### src/cpr_pkg.sv
// Shared types and constants for the cashless poll response parser.
`timescale 1ns / 1ps
package cpr_pkg;

   localparam int unsigned QUEUE_DEPTH = 2;

   // response codes
   localparam logic [7:0] CODE_JUST_RESET     = 8'h00;
   localparam logic [7:0] CODE_READER_CONFIG  = 8'h01;
   localparam logic [7:0] CODE_DISPLAY_REQ    = 8'h02;
   localparam logic [7:0] CODE_BEGIN_SESSION  = 8'h03;
   localparam logic [7:0] CODE_CANCEL_REQ     = 8'h04;
   localparam logic [7:0] CODE_VEND_APPROVED  = 8'h05;
   localparam logic [7:0] CODE_VEND_DENIED    = 8'h06;
   localparam logic [7:0] CODE_END_SESSION    = 8'h07;
   localparam logic [7:0] CODE_CANCELLED      = 8'h08;
   localparam logic [7:0] CODE_PERIPHERAL_ID  = 8'h09;
   localparam logic [7:0] CODE_MALFUNCTION    = 8'h0A;
   localparam logic [7:0] CODE_CMD_OUT_SEQ    = 8'h0B;

   // payload lengths skipped after a code
   localparam logic [2:0] SKIP_READER_CONFIG = 3'd7;
   localparam logic [2:0] SKIP_APPROVED      = 3'd2;
   localparam logic [2:0] SKIP_MALFUNCTION   = 3'd1;

   // event flag bit positions
   localparam int unsigned FLAG_JUST_RESET  = 0;
   localparam int unsigned FLAG_BEGIN       = 1;
   localparam int unsigned FLAG_CANCEL      = 2;
   localparam int unsigned FLAG_APPROVED    = 3;
   localparam int unsigned FLAG_DENIED      = 4;
   localparam int unsigned FLAG_END_SESSION = 5;
   localparam int unsigned FLAG_MALFUNCTION = 6;
   localparam int unsigned FLAG_CMD_ERROR   = 7;

   // reader levels
   localparam logic [7:0] LEVEL_1 = 8'd1;
   localparam logic [7:0] LEVEL_2 = 8'd2;
   localparam logic [7:0] LEVEL_3 = 8'd3;

   // begin session field positions
   localparam logic [3:0] SIDX_FUNDS_HI    = 4'd0;
   localparam logic [3:0] SIDX_FUNDS_LO    = 4'd1;
   localparam logic [3:0] SIDX_ID_3        = 4'd2;
   localparam logic [3:0] SIDX_ID_2        = 4'd3;
   localparam logic [3:0] SIDX_ID_1        = 4'd4;
   localparam logic [3:0] SIDX_ID_0        = 4'd5;
   localparam logic [3:0] SIDX_KIND        = 4'd6;
   localparam logic [3:0] SIDX_L1_FUNDS_HI = 4'd8;
   localparam logic [3:0] SIDX_L1_FUNDS_LO = 4'd9;

   // configuration register indexes
   localparam logic CSR_READER_LEVEL = 1'b0;
   localparam logic CSR_AMOUNT_SCALE = 1'b1;

   typedef enum logic [1:0] {
      PH_CODE    = 2'd0,
      PH_SKIP    = 2'd1,
      PH_SESSION = 2'd2,
      PH_STOP    = 2'd3
   } phase_type;

   typedef struct packed {
      logic [7:0] rx_byte;
      logic       last_byte;
   } req_type;

   typedef struct packed {
      logic [7:0]  event_flags;
      logic [30:0] received_amount;
      logic [31:0] payment_id;
      logic [7:0]  payment_kind;
   } rsp_type;

   // parsed response handed from the parser to the back end
   typedef struct packed {
      logic [7:0]  flags;
      logic [15:0] funds;
      logic [31:0] media_id;
      logic [7:0]  media_kind;
   } parse_rec_type;

endpackage

### src/cashless_poll_response_parser.sv
// A final byte's record goes into the record queue, then into the output register.
// Throughput: one byte per cycle while req_full is low; the parser step and
// the scale multiply in the back end are combinational logic.
// A two-entry record queue and an output register let producer and consumer stall apart.
// Reset (synchronous, active high) clears the parser, queue and output valid;
// reader_level returns to 1 and amount_scale to 100.
`timescale 1ns / 1ps
module cashless_poll_response_parser (
   input  logic             clock,
   input  logic             reset,
   input  logic             req_push,
   output logic             req_full,
   input  cpr_pkg::req_type req_data,
   output logic             rsp_empty,
   input  logic             rsp_pop,
   output cpr_pkg::rsp_type rsp_data,
   input  logic             csr_we,
   input  logic             csr_index,
   input  logic [14:0]      csr_wdata
);

   logic [7:0]             reader_level_ff, reader_level_in;
   logic [14:0]            amount_scale_ff, amount_scale_in;
   logic                   q_push, q_full, q_pop, q_empty;
   cpr_pkg::parse_rec_type q_wdata, q_head;

   always_comb begin
      reader_level_in = reader_level_ff;
      amount_scale_in = amount_scale_ff;
      if (csr_we) begin
         case (csr_index)
            cpr_pkg::CSR_READER_LEVEL: reader_level_in = csr_wdata[7:0];
            cpr_pkg::CSR_AMOUNT_SCALE: amount_scale_in = csr_wdata;
            default: ;
         endcase
      end
   end

   always_ff @(posedge clock) begin
      if (reset) begin
         reader_level_ff <= 8'd1;
         amount_scale_ff <= 15'd100;
      end else begin
         reader_level_ff <= reader_level_in;
         amount_scale_ff <= amount_scale_in;
      end
   end

   cpr_front u_front (
      .clock        (clock),
      .reset        (reset),
      .req_push     (req_push),
      .req_full     (req_full),
      .req_data     (req_data),
      .reader_level (reader_level_ff),
      .q_full       (q_full),
      .q_push       (q_push),
      .q_data       (q_wdata)
   );

   cpr_queue u_queue (
      .clock     (clock),
      .reset     (reset),
      .push      (q_push),
      .push_data (q_wdata),
      .full      (q_full),
      .pop       (q_pop),
      .empty     (q_empty),
      .head      (q_head)
   );

   cpr_back u_back (
      .clock        (clock),
      .reset        (reset),
      .q_empty      (q_empty),
      .q_head       (q_head),
      .q_pop        (q_pop),
      .amount_scale (amount_scale_ff),
      .rsp_empty    (rsp_empty),
      .rsp_pop      (rsp_pop),
      .rsp_data     (rsp_data)
   );

   // everything drains on reset
   a_reset_clears: assert property (@(posedge clock)
      reset |=> rsp_empty && q_empty && !req_full)
      else $error("queue or output not cleared by reset");

   // a waiting record is never lost while the output register is held
   a_hold_queue: assert property (@(posedge clock) disable iff (reset)
      (!rsp_empty && !rsp_pop && !q_empty) |=> !q_empty)
      else $error("queued record dropped while output stalled");

   // a queued record moves into an empty output register at once
   a_fill_output: assert property (@(posedge clock) disable iff (reset)
      (rsp_empty && !q_empty) |=> !rsp_empty)
      else $error("output register not loaded from queue");

   // a final byte taken when nothing is queued or shown reaches the queue, then the output
   a_last_byte_out: assert property (@(posedge clock) disable iff (reset)
      (req_push && !req_full && req_data.last_byte && q_empty && rsp_empty)
      |=> (!q_empty && rsp_empty) ##1 !rsp_empty)
      else $error("final byte produced no transaction");

endmodule

### src/cpr_front.sv
// Byte parser: walks the poll response and emits one record per response.
`timescale 1ns / 1ps
module cpr_front (
   input  logic                   clock,
   input  logic                   reset,
   input  logic                   req_push,
   output logic                   req_full,
   input  cpr_pkg::req_type       req_data,
   input  logic [7:0]             reader_level,
   input  logic                   q_full,
   output logic                   q_push,
   output cpr_pkg::parse_rec_type q_data
);

   cpr_pkg::phase_type phase_ff, phase_in, phase_upd;
   logic [2:0]  skip_ff, skip_in, skip_upd;
   logic [3:0]  sidx_ff, sidx_in, sidx_upd;
   logic [7:0]  flags_ff, flags_in, flags_upd;
   logic [15:0] funds_ff, funds_in, funds_upd;
   logic [31:0] media_id_ff, media_id_in, media_id_upd;
   logic [7:0]  media_kind_ff, media_kind_in, media_kind_upd;
   logic        accept;
   logic [7:0]  b;

   assign req_full = q_full;
   assign accept   = req_push && !q_full;
   assign b        = req_data.rx_byte;

   // next state
   always_comb begin
      phase_upd      = phase_ff;
      skip_upd       = skip_ff;
      sidx_upd       = sidx_ff;
      flags_upd      = flags_ff;
      funds_upd      = funds_ff;
      media_id_upd   = media_id_ff;
      media_kind_upd = media_kind_ff;
      if (accept) begin
         case (phase_ff)
            cpr_pkg::PH_CODE: begin
               case (b)
                  cpr_pkg::CODE_JUST_RESET: flags_upd[cpr_pkg::FLAG_JUST_RESET] = 1'b1;
                  cpr_pkg::CODE_READER_CONFIG: begin
                     skip_upd  = cpr_pkg::SKIP_READER_CONFIG;
                     phase_upd = cpr_pkg::PH_SKIP;
                  end
                  cpr_pkg::CODE_BEGIN_SESSION: begin
                     if (reader_level == cpr_pkg::LEVEL_1) begin
                        flags_upd[cpr_pkg::FLAG_BEGIN] = 1'b1;
                        sidx_upd  = cpr_pkg::SIDX_L1_FUNDS_HI;
                        phase_upd = cpr_pkg::PH_SESSION;
                     end else if (reader_level == cpr_pkg::LEVEL_2 ||
                                  reader_level == cpr_pkg::LEVEL_3) begin
                        flags_upd[cpr_pkg::FLAG_BEGIN] = 1'b1;
                        sidx_upd  = cpr_pkg::SIDX_FUNDS_HI;
                        phase_upd = cpr_pkg::PH_SESSION;
                     end else begin
                        phase_upd = cpr_pkg::PH_STOP;
                     end
                  end
                  cpr_pkg::CODE_CANCEL_REQ: flags_upd[cpr_pkg::FLAG_CANCEL] = 1'b1;
                  cpr_pkg::CODE_VEND_APPROVED: begin
                     flags_upd[cpr_pkg::FLAG_APPROVED] = 1'b1;
                     skip_upd  = cpr_pkg::SKIP_APPROVED;
                     phase_upd = cpr_pkg::PH_SKIP;
                  end
                  cpr_pkg::CODE_VEND_DENIED: flags_upd[cpr_pkg::FLAG_DENIED] = 1'b1;
                  cpr_pkg::CODE_END_SESSION: flags_upd[cpr_pkg::FLAG_END_SESSION] = 1'b1;
                  cpr_pkg::CODE_CANCELLED: ;
                  cpr_pkg::CODE_MALFUNCTION: begin
                     flags_upd[cpr_pkg::FLAG_MALFUNCTION] = 1'b1;
                     skip_upd  = cpr_pkg::SKIP_MALFUNCTION;
                     phase_upd = cpr_pkg::PH_SKIP;
                  end
                  cpr_pkg::CODE_CMD_OUT_SEQ: flags_upd[cpr_pkg::FLAG_CMD_ERROR] = 1'b1;
                  // display request, peripheral id and unknown codes end parsing
                  default: phase_upd = cpr_pkg::PH_STOP;
               endcase
            end
            cpr_pkg::PH_SKIP: begin
               skip_upd = skip_ff - 3'd1;
               if (skip_upd == 3'd0) begin
                  phase_upd = cpr_pkg::PH_CODE;
               end
            end
            cpr_pkg::PH_SESSION: begin
               case (sidx_ff)
                  cpr_pkg::SIDX_FUNDS_HI, cpr_pkg::SIDX_L1_FUNDS_HI: begin
                     funds_upd = {b, 8'h00};
                  end
                  cpr_pkg::SIDX_FUNDS_LO, cpr_pkg::SIDX_L1_FUNDS_LO: begin
                     funds_upd = {funds_ff[15:8], b};
                  end
                  cpr_pkg::SIDX_ID_3, cpr_pkg::SIDX_ID_2,
                  cpr_pkg::SIDX_ID_1, cpr_pkg::SIDX_ID_0: begin
                     media_id_upd = {media_id_ff[23:0], b};
                  end
                  default: media_kind_upd = b;
               endcase
               if (sidx_ff == cpr_pkg::SIDX_KIND || sidx_ff == cpr_pkg::SIDX_L1_FUNDS_LO) begin
                  phase_upd = cpr_pkg::PH_STOP;
               end else begin
                  sidx_upd = sidx_ff + 4'd1;
               end
            end
            default: ;
         endcase
      end

      phase_in      = phase_upd;
      skip_in       = skip_upd;
      sidx_in       = sidx_upd;
      flags_in      = flags_upd;
      funds_in      = funds_upd;
      media_id_in   = media_id_upd;
      media_kind_in = media_kind_upd;
      // final byte closes the response and clears for the next one
      if (accept && req_data.last_byte) begin
         phase_in      = cpr_pkg::PH_CODE;
         skip_in       = 3'd0;
         sidx_in       = 4'd0;
         flags_in      = 8'd0;
         funds_in      = 16'd0;
         media_id_in   = 32'd0;
         media_kind_in = 8'd0;
      end
   end

   // outputs
   always_comb begin
      q_push            = accept && req_data.last_byte;
      q_data.flags      = flags_upd;
      q_data.funds      = funds_upd;
      q_data.media_id   = media_id_upd;
      q_data.media_kind = media_kind_upd;
   end

   always_ff @(posedge clock) begin
      if (reset) begin
         phase_ff      <= cpr_pkg::PH_CODE;
         skip_ff       <= 3'd0;
         sidx_ff       <= 4'd0;
         flags_ff      <= 8'd0;
         funds_ff      <= 16'd0;
         media_id_ff   <= 32'd0;
         media_kind_ff <= 8'd0;
      end else begin
         phase_ff      <= phase_in;
         skip_ff       <= skip_in;
         sidx_ff       <= sidx_in;
         flags_ff      <= flags_in;
         funds_ff      <= funds_in;
         media_id_ff   <= media_id_in;
         media_kind_ff <= media_kind_in;
      end
   end

endmodule

### src/cpr_queue.sv
// Two-entry queue of parsed records between parser and back end.
`timescale 1ns / 1ps
module cpr_queue (
   input  logic                   clock,
   input  logic                   reset,
   input  logic                   push,
   input  cpr_pkg::parse_rec_type push_data,
   output logic                   full,
   input  logic                   pop,
   output logic                   empty,
   output cpr_pkg::parse_rec_type head
);

   localparam int unsigned PTR_W = $clog2(cpr_pkg::QUEUE_DEPTH);
   localparam int unsigned CNT_W = $clog2(cpr_pkg::QUEUE_DEPTH + 1);

   cpr_pkg::parse_rec_type entry_ff [cpr_pkg::QUEUE_DEPTH];
   logic [PTR_W-1:0] wr_ptr_ff, wr_ptr_in;
   logic [PTR_W-1:0] rd_ptr_ff, rd_ptr_in;
   logic [CNT_W-1:0] count_ff, count_in;
   logic             do_push, do_pop;

   assign full    = (count_ff == CNT_W'(cpr_pkg::QUEUE_DEPTH));
   assign empty   = (count_ff == '0);
   assign do_push = push && !full;
   assign do_pop  = pop && !empty;
   assign head    = entry_ff[rd_ptr_ff];

   always_comb begin
      wr_ptr_in = wr_ptr_ff;
      rd_ptr_in = rd_ptr_ff;
      count_in  = count_ff;
      if (do_push) begin
         wr_ptr_in = (wr_ptr_ff == PTR_W'(cpr_pkg::QUEUE_DEPTH - 1)) ? '0 : wr_ptr_ff + 1'b1;
      end
      if (do_pop) begin
         rd_ptr_in = (rd_ptr_ff == PTR_W'(cpr_pkg::QUEUE_DEPTH - 1)) ? '0 : rd_ptr_ff + 1'b1;
      end
      if (do_push && !do_pop) begin
         count_in = count_ff + 1'b1;
      end else if (do_pop && !do_push) begin
         count_in = count_ff - 1'b1;
      end
   end

   always_ff @(posedge clock) begin
      if (reset) begin
         wr_ptr_ff <= '0;
         rd_ptr_ff <= '0;
         count_ff  <= '0;
      end else begin
         wr_ptr_ff <= wr_ptr_in;
         rd_ptr_ff <= rd_ptr_in;
         count_ff  <= count_in;
      end
   end

   always_ff @(posedge clock) begin
      if (do_push) begin
         entry_ff[wr_ptr_ff] <= push_data;
      end
   end

endmodule

### src/cpr_back.sv
// Back end: scales the funds and holds the result until it is popped.
`timescale 1ns / 1ps
module cpr_back (
   input  logic                   clock,
   input  logic                   reset,
   input  logic                   q_empty,
   input  cpr_pkg::parse_rec_type q_head,
   output logic                   q_pop,
   input  logic [14:0]            amount_scale,
   output logic                   rsp_empty,
   input  logic                   rsp_pop,
   output cpr_pkg::rsp_type       rsp_data
);

   logic             out_valid_ff, out_valid_in;
   cpr_pkg::rsp_type out_data_ff, out_data_in;
   logic             take;

   assign take      = !q_empty && (!out_valid_ff || rsp_pop);
   assign q_pop     = take;
   assign rsp_empty = !out_valid_ff;
   assign rsp_data  = out_data_ff;

   always_comb begin
      out_valid_in = out_valid_ff;
      if (take) begin
         out_valid_in = 1'b1;
      end else if (rsp_pop) begin
         out_valid_in = 1'b0;
      end
      out_data_in.event_flags     = q_head.flags;
      // 16 x 15 bit product fits exactly in 31 bits
      out_data_in.received_amount = {15'd0, q_head.funds} * {16'd0, amount_scale};
      out_data_in.payment_id      = q_head.media_id;
      out_data_in.payment_kind    = q_head.media_kind;
   end

   always_ff @(posedge clock) begin
      if (reset) begin
         out_valid_ff <= 1'b0;
      end else begin
         out_valid_ff <= out_valid_in;
      end
   end

   always_ff @(posedge clock) begin
      if (take) begin
         out_data_ff <= out_data_in;
      end
   end

endmodule

### config.mk
export PLATFORM = sky130hd
export DESIGN_NAME = cashless_poll_response_parser
export DESIGN_NICKNAME = d
export VERILOG_FILES = /design/src/cpr_pkg.sv /design/src/cashless_poll_response_parser.sv /design/src/cpr_front.sv /design/src/cpr_queue.sv /design/src/cpr_back.sv
export SDC_FILE = /design/constraint.sdc
export NUM_CORES = 1
export LEC_CHECK = 0
export ABC_CLOCK_PERIOD_IN_PS = 11000
export BUFFER_PORTS_ARGS = -buffer_cell sky130_fd_sc_hd__buf_4
export CORE_MARGIN = 2
export CORE_UTILIZATION = 55
export CTS_CLUSTER_DIAMETER = 200
export DETAILED_ROUTE_END_ITERATION = 16
export PLACE_DENSITY = 0.83
export RECOVER_POWER = 50
export REMOVE_ABC_BUFFERS = 1
export SYNTH_ARGS = -nofsm -noshare
export SYNTH_HDL_FRONTEND = slang
export SYNTH_SLANG_ARGS = --single-unit
### constraint.sdc
create_clock -name clock -period 11 [get_ports clock]
set_input_delay 0 -clock clock [delete_from_list [all_inputs] [get_ports clock]]
set_output_delay 0 -clock clock [all_outputs]
set_load 0.05 [all_outputs]
==> results_dict.tcl <==
set metrics [dict create \
    finish.net_count 2114 \
    initial_utilization_pct 55.4 \
    antenna_violating_nets_post_route 0 \
    routed_wirelength_um 42300 \
    r2r_cells 19 \
    cts_tree "done" \
    clock_buffers_created_by_tritoncts 30 \
    tightestPinTransition_ns 3.87 \
    ir_worst_vdd_v 0.000451 \
    critPathKind "reg2reg" \
    cp_num_buf_inv 5 \
    synth_area_sq_um 19500 \
    hp-class "in2reg" \
    grt_max_degree 72 \
    ctsResizeCount 0 \
    layout_min_cycle_time_ns 7.89 \
    critPathMaxStageDelay_ns 0.95 \
    top_level_port_count 111 \
    status "complete, but fails checks" \
    core_sq_um 35200 \
    global_route.overflow_total 0 \
    asyncSetResetFlopFracSynth_pct 0 \
    crit_fanout 45 \
    cpMaxStageDelayCell "sky130_fd_sc_hd__dfxtp_1" \
    antenna_found_initial 0 \
    power_switching_w 0.00305 \
    slew_headroom_pct -158 \
    clock_sink_count 309 \
    worst_ep_required_time_ns 11.33 \
    num_antenna_cells 0 \
    worst_skew_pair.late_latency_ns 0.59 \
    syn-instance-count 1682 \
    finalNonFillerCells 2283 \
    worstHoldStart "rsp_pop" \
    grt_setup_unrepaired "no" \
    fin_setup_tns_ns 0 \
    power.clock.fraction_pct 16.1 \
    syn_area_per_cell_sq_um 11.6 \
    arrival_ns 8.22 \
    postCtsHoldBufs 39 \
    synth_seq_cells 309 \
    yosys_warnings 0 \
    numPortBuffers 110 \
    synth_edf_count 207 \
    drive_gt1_share_pct 11.0 \
    timing.clock.skew_ns 0.0139 \
    placed_cells_incl_taps 2188 \
    dpl-instance-area_sq_um 20700 \
    sw_frac_of_total_pct 46.6 \
    cap_viol_max_count 2 \
    critical-path-top-cell-by-count "sky130_fd_sc_hd__fa_1" \
    grt_pass1_wl_um 68700 \
    fin_crit_sh_pct 71.7 \
    drc 0 \
    number_of_unique_standard_cell_types_used_by_synthesis 66 \
    crit_chain "buf_4 > mux2_2 > and2_1 > fa_1 > inv_1 > fa_1 > inv_1 > fa_1 > fa_1 > fa_1 > inv_1 > fa_1 > inv_1 > ha_1 > a21oi_1 > o21ai_0 > a41oi_1 > o311ai_0 > a211o_1" \
    ctsHtreeMaxLevel 1 \
    synthFlopType "sky130_fd_sc_hd__edfxtp_1" \
    grt_usage_pct 23.6 \
    critical_path_cell_count 19 \
    placementRows 69 \
    post_cts_buffers 0 \
    areaGrowthSynthToFinish_pct 11.4 \
    drt_pass1_iterations 5 \
    iter_0_drt_violations 640 \
    violations_in_the_final_reports "capacitance limit, slew limit" \
    hold-path-cell-count 4 \
    cts_buffer_depth 3 \
    pwr_density_cell_nw_per_um2 301 \
    final_max_slew_viol_count 137 \
    synth_top_area_share_pct 31.8 \
    die_height_um 192 \
    fmax_ghz 0.127 \
    hold_viol 0 \
    leakage_nw 9.19 \
    grt_pass1_vias 13500 \
    die-area_sq_um 37000 \
    share_comb_of_total_power_pct 57.9 \
    detailroute.via_count 12600 \
    synth_top_cells_by_area "sky130_fd_sc_hd__edfxtp_1 (32%), sky130_fd_sc_hd__fa_1 (18%), sky130_fd_sc_hd__dfxtp_1 (10%)" \
    share_seq_of_total_power_pct 26.0 \
    vias_per_cell 5.51 \
    intPower_w 0.00350 \
    post-route-cell-area_sq_um 21800 \
    worst_setup_path_end_kind "register" \
    routabilityCongestion 0.923 \
    clockRootBuffer "sky130_fd_sc_hd__clkbuf_16" \
    dpl.hpwl_um 28800 \
    part_of_the_yosys_area_used_for_sequential_elements_pct 42.3 \
    yosys.area.top_type "sky130_fd_sc_hd__edfxtp_1" \
    critPathLaunchType "register" \
    timing.critical_path.max_delay_family "adder cells" \
    routed_wire_length_per_instance_um 18.5 \
    setup_viol 0 \
    worst_setup_hold_path_clk_slew_ns 0.06 \
    dieWidth_um 192 \
]
==> power groups by stage <==
stage | combinational, W | sequential, W | clock (W)
floorplan | 0.00241 | 0.00220 | 0
global placement | 0.00372 | 0.00172 | 0
detailed placement | 0.00385 | 0.00172 | 0
CTS | 0.00389 | 0.00170 | 0.00107
global route | 0.00423 | 0.00172 | 0.00112
finish | 0.00379 | 0.00170 | 0.00105
==> synthesized netlist by cell type (4+ instances only) <==
master and number:
sky130_fd_sc_hd__nor2b_1 76, sky130_fd_sc_hd__dfxtp_1 102, sky130_fd_sc_hd__mux2i_1 9, sky130_fd_sc_hd__ha_1 106, sky130_fd_sc_hd__xor2_1 14, sky130_fd_sc_hd__fa_1 180
sky130_fd_sc_hd__inv_1 228, sky130_fd_sc_hd__a21oi_1 57, sky130_fd_sc_hd__nor3_1 9, sky130_fd_sc_hd__xnor2_1 20, sky130_fd_sc_hd__nor2_1 27, sky130_fd_sc_hd__or3_1 4
sky130_fd_sc_hd__nand2_1 175, sky130_fd_sc_hd__a22o_1 16, sky130_fd_sc_hd__edfxtp_1 207, sky130_fd_sc_hd__buf_2 13, sky130_fd_sc_hd__nand4_1 6, sky130_fd_sc_hd__nand3_1 10
sky130_fd_sc_hd__o21ai_0 21, sky130_fd_sc_hd__mux2_2 104, sky130_fd_sc_hd__nand2b_1 12, sky130_fd_sc_hd__and3_1 4, sky130_fd_sc_hd__clkbuf_1 53, sky130_fd_sc_hd__and2_1 139
sky130_fd_sc_hd__o211ai_1 5, sky130_fd_sc_hd__a21o_1 11, sky130_fd_sc_hd__nand3b_1 5, sky130_fd_sc_hd__a31oi_1 6, sky130_fd_sc_hd__o21bai_1 4
==> per-layer routing <==
metal | global-route usage [%] | wire [um]
met5 | 0 | 0
met2 | 41.6 | 21300
met3 | 4.66 | 2720
met1 | 29.2 | 16900
met4 | 7.69 | 1350
==> worst register-to-register path, cell delays in order (launching register included) <==
cell and delay (ns):
sky130_fd_sc_hd__dfxtp_1 0.95, sky130_fd_sc_hd__buf_4 0.67, sky130_fd_sc_hd__mux2_2 0.57, sky130_fd_sc_hd__and2_1 0.23
sky130_fd_sc_hd__fa_1 0.55, sky130_fd_sc_hd__inv_1 0.06, sky130_fd_sc_hd__fa_1 0.52, sky130_fd_sc_hd__inv_1 0.05
sky130_fd_sc_hd__fa_1 0.48, sky130_fd_sc_hd__fa_1 0.47, sky130_fd_sc_hd__fa_1 0.52, sky130_fd_sc_hd__inv_1 0.05
sky130_fd_sc_hd__fa_1 0.47, sky130_fd_sc_hd__inv_1 0.04, sky130_fd_sc_hd__ha_1 0.34, sky130_fd_sc_hd__a21oi_1 0.42
sky130_fd_sc_hd__o21ai_0 0.23, sky130_fd_sc_hd__a41oi_1 0.49, sky130_fd_sc_hd__o311ai_0 0.24, sky130_fd_sc_hd__a211o_1 0.26
==> path summary, 6_finish.rpt <==
check                                      endpoint  slack (ns)
worst max register to register  u_back.rsp_data[70]        3.11
worst min-delay path            u_back.out_valid_ff        0.24
worst max-delay path            u_back.rsp_data[70]        3.11
worst min register to register   reader_level_ff[2]        0.46
==> cell families after synthesis <==
family / after synthesis / synth area share [%]
xor gates and xnor gates: 34 / 1.53
buffers and inverters: 300 / 5.99
and+or+nand+nor: 492 / 13.5
adders and majority gates: 286 / 25.2
AOI/OAI and AO/OA: 148 / 4.99
muxes: 113 / 6.46
DFF: 309 / 42.3
==> cell type report <==
class,instances,area [sq um]
repair buffers,156,953
multi-input cells,1073,10100
flip-flops and latches,309,8260
clock buffers,41,885
fillers,2748,13500
inverters,228,857
clock inverters,15,149
well taps,461,577
==> registers in the layout (all words and copies together) (netlist names), named ones only <==
register / cells
u_front.sidx_ff: 4
u_back.rsp_data: 79
u_queue.entry_ff: 128
amount_scale_ff: 15
u_front.flags_ff: 8
reader_level_ff: 8
u_front.media_id_ff: 32
u_queue.rd_ptr_ff: 1
u_front.skip_ff: 3
u_queue.wr_ptr_ff: 1
u_queue.count_ff: 2
u_front.funds_ff: 16
u_front.phase_ff: 2
u_front.media_kind_ff: 8
u_back.out_valid_ff: 1
==> metrics by stage <==
step	total power, W	utilization, %	setup slack [ns]	hold WS [ns]
5_1_grt	0.00707	61.8	2.75	0.236
4_1_cts	0.00666	62.8	3.46	0.215
2_1_floorplan	0.00461	-	3.74	0.0691
3_3_place_gp	0.00544	58.7	3.82	0.234
3_5_place_dp	0.00557	58.7	3.53	0.235
6_report	0.00655	61.8	3.11	0.241
==> placed cells by master (no fill, tap or decap), types with 3 or more instances in the layout <==
| master | instances |
|---|---|
| sky130_fd_sc_hd__buf_4 | 33 |
| sky130_fd_sc_hd__a21o_1 | 11 |
| sky130_fd_sc_hd__a31oi_1 | 6 |
| sky130_fd_sc_hd__and2_1 | 138 |
| sky130_fd_sc_hd__dlygate4sd3_1 | 39 |
| sky130_fd_sc_hd__edfxtp_1 | 207 |
| sky130_fd_sc_hd__a21oi_1 | 57 |
| sky130_fd_sc_hd__nor2_1 | 27 |
| sky130_fd_sc_hd__mux2_1 | 5 |
| sky130_fd_sc_hd__o21ai_0 | 21 |
| sky130_fd_sc_hd__clkbuf_1 | 88 |
| sky130_fd_sc_hd__nor3_1 | 10 |
| sky130_fd_sc_hd__a31o_2 | 3 |
| sky130_fd_sc_hd__o21bai_1 | 4 |
| sky130_fd_sc_hd__nor2b_1 | 76 |
| sky130_fd_sc_hd__dfxtp_1 | 102 |
| sky130_fd_sc_hd__a22o_1 | 16 |
| sky130_fd_sc_hd__xnor2_1 | 20 |
| sky130_fd_sc_hd__nand2b_1 | 12 |
| sky130_fd_sc_hd__clkinv_2 | 6 |
| sky130_fd_sc_hd__ha_1 | 106 |
| sky130_fd_sc_hd__a211oi_1 | 3 |
| sky130_fd_sc_hd__nand2_1 | 175 |
| sky130_fd_sc_hd__clkbuf_16 | 32 |
| sky130_fd_sc_hd__inv_1 | 228 |
| sky130_fd_sc_hd__mux2_2 | 99 |
| sky130_fd_sc_hd__a41oi_1 | 3 |
| sky130_fd_sc_hd__xor2_1 | 14 |
| sky130_fd_sc_hd__fa_1 | 180 |
| sky130_fd_sc_hd__nand3_1 | 11 |
| sky130_fd_sc_hd__mux2i_1 | 9 |
| sky130_fd_sc_hd__or2_2 | 3 |
| sky130_fd_sc_hd__and2b_1 | 3 |
| sky130_fd_sc_hd__nand3b_1 | 5 |
| sky130_fd_sc_hd__clkbuf_8 | 5 |
| sky130_fd_sc_hd__and3_1 | 3 |
| sky130_fd_sc_hd__or3_1 | 4 |
| sky130_fd_sc_hd__o211ai_1 | 5 |
| sky130_fd_sc_hd__nand4_1 | 6 |
Power figures use the tool's default switching activity.
